$ cat config.mk
export PLATFORM = sky130hd
export DESIGN_NAME = occ_sq_acc
export DESIGN_NICKNAME = d
export VERILOG_FILES = /design/src/rtl/core/occ_pkg.sv /design/src/rtl/core/occ_sq_acc.sv
export SDC_FILE = /design/constraint.sdc
export NUM_CORES = 1
export LEC_CHECK = 0
export ABC_AREA = 1
export BUFFER_PORTS_ARGS = -buffer_cell sky130_fd_sc_hd__buf_2
export CORE_ASPECT_RATIO = 1.1
export CORE_UTILIZATION = 55
export DETAILED_ROUTE_END_ITERATION = 10
export GPL_TIMING_DRIVEN = 0
export PLACE_DENSITY = 0.75
export SYNTH_ARGS = -nofsm -noshare
export SYNTH_HDL_FRONTEND = slang
export SYNTH_SLANG_ARGS = --single-unit
export TNS_END_PERCENT = 30
$ cat constraint.sdc
create_clock -name i_clk -period 7.5 [get_ports i_clk]
set_input_delay 0.375 -clock i_clk [delete_from_list [all_inputs] [get_ports i_clk]]
set_output_delay 0.375 -clock i_clk [all_outputs]
set_load 0.02 [all_outputs]
$ cat src/rtl/core/occ_pkg.sv
// Shared types and codes for the occupancy grid ray update block.
package occ_pkg;

    // Field widths fixed by the item formats.
    localparam int COORD_W = 8;
    localparam int LIMIT_W = 17;
    localparam int STEP_W  = 14;
    localparam int BAND_W  = 15;
    localparam int VALUE_W = 16;
    localparam int COUNT_W = 8;
    localparam int CFG_IDX_W  = 2;
    localparam int CFG_DATA_W = 17;

    // Configuration register indexes.
    localparam logic [CFG_IDX_W-1:0] CFG_HIT_LIMIT  = 2'd0;
    localparam logic [CFG_IDX_W-1:0] CFG_CLOSE_STEP = 2'd1;
    localparam logic [CFG_IDX_W-1:0] CFG_FAR_STEP   = 2'd2;
    localparam logic [CFG_IDX_W-1:0] CFG_UNK_BAND   = 2'd3;

    // Item actions.
    localparam logic ACT_RAY  = 1'b0;
    localparam logic ACT_READ = 1'b1;

    // Cell classes.
    localparam logic [1:0] OCC_FREE     = 2'd0;
    localparam logic [1:0] OCC_OCCUPIED = 2'd1;
    localparam logic [1:0] OCC_UNKNOWN  = 2'd2;

    typedef struct packed {
        logic               action;
        logic [COORD_W-1:0] start_x;
        logic [COORD_W-1:0] start_y;
        logic [COORD_W-1:0] end_x;
        logic [COORD_W-1:0] end_y;
    } t_in_item;

    typedef struct packed {
        logic [1:0]                occupancy;
        logic signed [VALUE_W-1:0] cell_value;
        logic [COUNT_W-1:0]        cells_updated;
    } t_out_item;

    // Control from the sequencer to the squaring accumulator.
    typedef struct packed {
        logic load;
        logic accum;
    } t_sq_ctrl;

endpackage

$ cat src/rtl/core/occ_sq_acc.sv
// Shared squaring unit with accumulator for the squared distance to the hit cell.
module occ_sq_acc
    import occ_pkg::*;
(
    input  logic                    i_clk,
    input  t_sq_ctrl                i_ctrl,
    input  logic signed [COORD_W:0] i_diff,
    output logic [LIMIT_W-1:0]      o_sum
);

    logic signed [2*COORD_W+1:0] prod;
    logic [LIMIT_W-1:0]          sq;
    logic [LIMIT_W-1:0]          r_sum;
    logic [LIMIT_W-1:0]          n_sum;

    // A square of a nine bit difference is below 2^16, so the sum of two fits.
    assign prod = i_diff * i_diff;
    assign sq   = prod[LIMIT_W-1:0];

    always_comb begin
        n_sum = r_sum;
        if (i_ctrl.load) begin
            n_sum = sq;
        end else if (i_ctrl.accum) begin
            n_sum = r_sum + sq;
        end
    end

    always_ff @(posedge i_clk) begin
        r_sum <= n_sum;
    end

    assign o_sum = r_sum;

endmodule

==> flow_summary.ini <==
[run_status]
outcome = completed

[finish]
fill_cells = 706
fin_util_pct = 61.97
largest_reg_flops = 17
regArea_um2 = 510.5
fin_area_um2 = 4733
synthToLayoutAreaGrowth_pct = 6.834
n_antenna_cell = 0
multiInputGateArea_um2 = 3344
nets = 761
drive_above_1_share_pct = 9.248

[placement]
routabilityCongestion = 0.8990
dp_hpwl_um = 8044
dpl_cell_area_um2 = 4687
place_ws_ns = 1.143
port_buffers = 25

[global_routing]
antenna_found_initial = 0
grt_usage_pct = 24.77
grt_max_degree = 18
grt-ovfl-total = 0
grt_pass1_wl_um = 16500
grt_pass1_vias = 3884

[synth]
syn-num-nets = 731
yosysTopAreaCellShare_pct = 23.95
synth_edf_count = 17
yosysMostFrequentCell = nand2_1
ys_seq_area_share_pct = 11.52
synth_seq_cells = 17
ys.flop_type = edfxtp_1
ys_async_sr_fraction_pct = 0
synthTopCellsByArea = fa_1 (24%), ha_1 (16%), nand2_1 (15%)
yosysWarningCount = 0
synthTopCellsByCount = nand2_1 (178), inv_1 (136), ha_1 (57), fa_1 (53), nand3_1 (39)
syn_avg_cell_area_um2 = 7.275
synth_area_um2 = 4430
yosysTopAreaCell = fa_1
postSynthCellCount = 609
yosysUniqueCellTypes = 37

[detailed_routing]
drc = 0
wl_per_cell_um = 12.62
wl_um = 9375
ant_nets = 0
drtIter0Drc = 120
routed_via_density = 5.090
num_vias = 3782
first_pass_iters = 4

[sta]
worst_clock_skew_ns = 0.004001
maxSlewViolCount = 0
fin_ws_ns = 1.358
min_period_over_period_pct = 81.89
tns_ns = 0
rsz0062_at_grt = no
relSlewSlack_pct = 61.75
fmax_mhz = 162.8
hold_viol_final = 0
setup_viol = 0
worst_slew_pin_slew_ns = 0.5737
min_period_ns = 6.142

[hold_path]
hold_path_end = o_sum[0]
min_from = i_diff[0]
hp-class = input port to register
holdPathStages = 4

[cts]
numCtsBuffers = 3
cts-root-buf = clkbuf_8
cts.path.max_buffers = 2
h-tree-depth = 1
post_cts_resized = 0
clkSinkCount = 17
post_cts_buffers = 0
path_clk_slew_ns = 0.08
cts_hold_buf = 0
cts_tree = yes
clock_latency_ns = 0.27

[die]
fp-row-count = 33
fp.coreArea_um2 = 7639
die_w_um = 87.58
start_util_pct = 58.00
ioPinCount = 29
die_h_um = 96.14
die-area_um2 = 8419

[critical_path]
critPathLaunchType = input port
reg2reg_to = o_sum[15]
cpMaxStageDelayCell = fa_1
end_kind = register
cp_slowest_stage_delay_ns = 0.62
r2r_cells = 8
critical_path_arrival_ns = 6.17
crit_required_ns = 7.53
worst-path-max-fanout = 9
crit_top_cell = nand2_1
reg2reg_from = o_sum[11]
criticalPathCategory = input port to register
r2r_setup_slack_ns = 5.50

[job]
cap_violations = 0
layout by cell type (no fill, tap or decap), types with 4 or more instances in the layout:
master	synthesis	final
buf_2	4	29
nand2_1	178	178
fa_1	53	53
ha_1	57	57
a21o_1	4	4
or2_2	5	5
xor2_1	6	6
nor2_1	30	30
clkbuf_1	7	7
edfxtp_1	17	17
o21bai_1	6	6
xnor2_1	4	4
inv_1	136	136
o21ai_0	9	9
nand4_1	5	5
nand2_2	5	5
a21oi_1	13	13
nand3_1	39	39
per-stage QoR:
step,instances,hold slack (ns)
floorplan,609,0.6672
global placement,739,0.6386
detailed placement,739,0.6518
CTS,743,0.5327
global route,743,0.5496
finish,743,0.5303
worst max-delay path: cells and delay by family:
family / cells / cell delay [ns]
buffers and inverters: 7 / 0.76
adders and majority gates: 7 / 3.25
AOI/OAI and AO/OA: 1 / 0.20
and+or+nand+nor: 14 / 1.58
final cells by class:
cell class / instances / share of cell area, %
Buffer: 12 / 1.216
Clock buffer: 3 / 0.8723
Clock inverter: 1 / 0.1057
Inverter: 138 / 10.94
Multi-Input combinational cell: 442 / 70.66
Sequential cell: 17 / 10.79
Tap cell: 105 / 2.776
Timing Repair Buffer: 25 / 2.643
worst max path at each step:
| stage | from | end | slack, ns | depth (start not counted) |
|---|---|---|---|---|
| final | i_diff[5] | o_sum[15] | 1.36 | 29 |
| after global routing | i_diff[8] | o_sum[15] | 0.93 | 27 |
| after CTS | i_diff[8] | o_sum[15] | 1.38 | 27 |
| after detailed placement | i_diff[5] | o_sum[16] | 1.14 | 31 |
| after global placement | i_diff[8] | o_sum[16] | 1.33 | 27 |
| after floorplan | i_diff[5] | o_sum[16] | 1.87 | 30 |
kinds of logic (layout without fill, tap and decap cells):
family / count (synthesis) / count (layout) / synth area share (%)
flops: 17 / 17 / 11.52
simple gates: 278 / 278 / 27.03
xor+xnor: 11 / 11 / 2.344
compound gates: 43 / 43 / 6.072
buf+inv: 150 / 179 / 12.99
fa+ha+maj: 110 / 110 / 40.05
metal layers:
metal  global-route usage (%)  routed length [um]  vias up
li1                         -                   -     1928
met1                    29.03                3994     1757
met2                    48.24                4894       74
met3                    1.801                 274       23
met4                    6.557                 212        0
met5                        0                   0        -
Power is left out: the tool's default activity adds up to more than one toggle a clock period on the data nets, which glitch-free logic cannot reach.
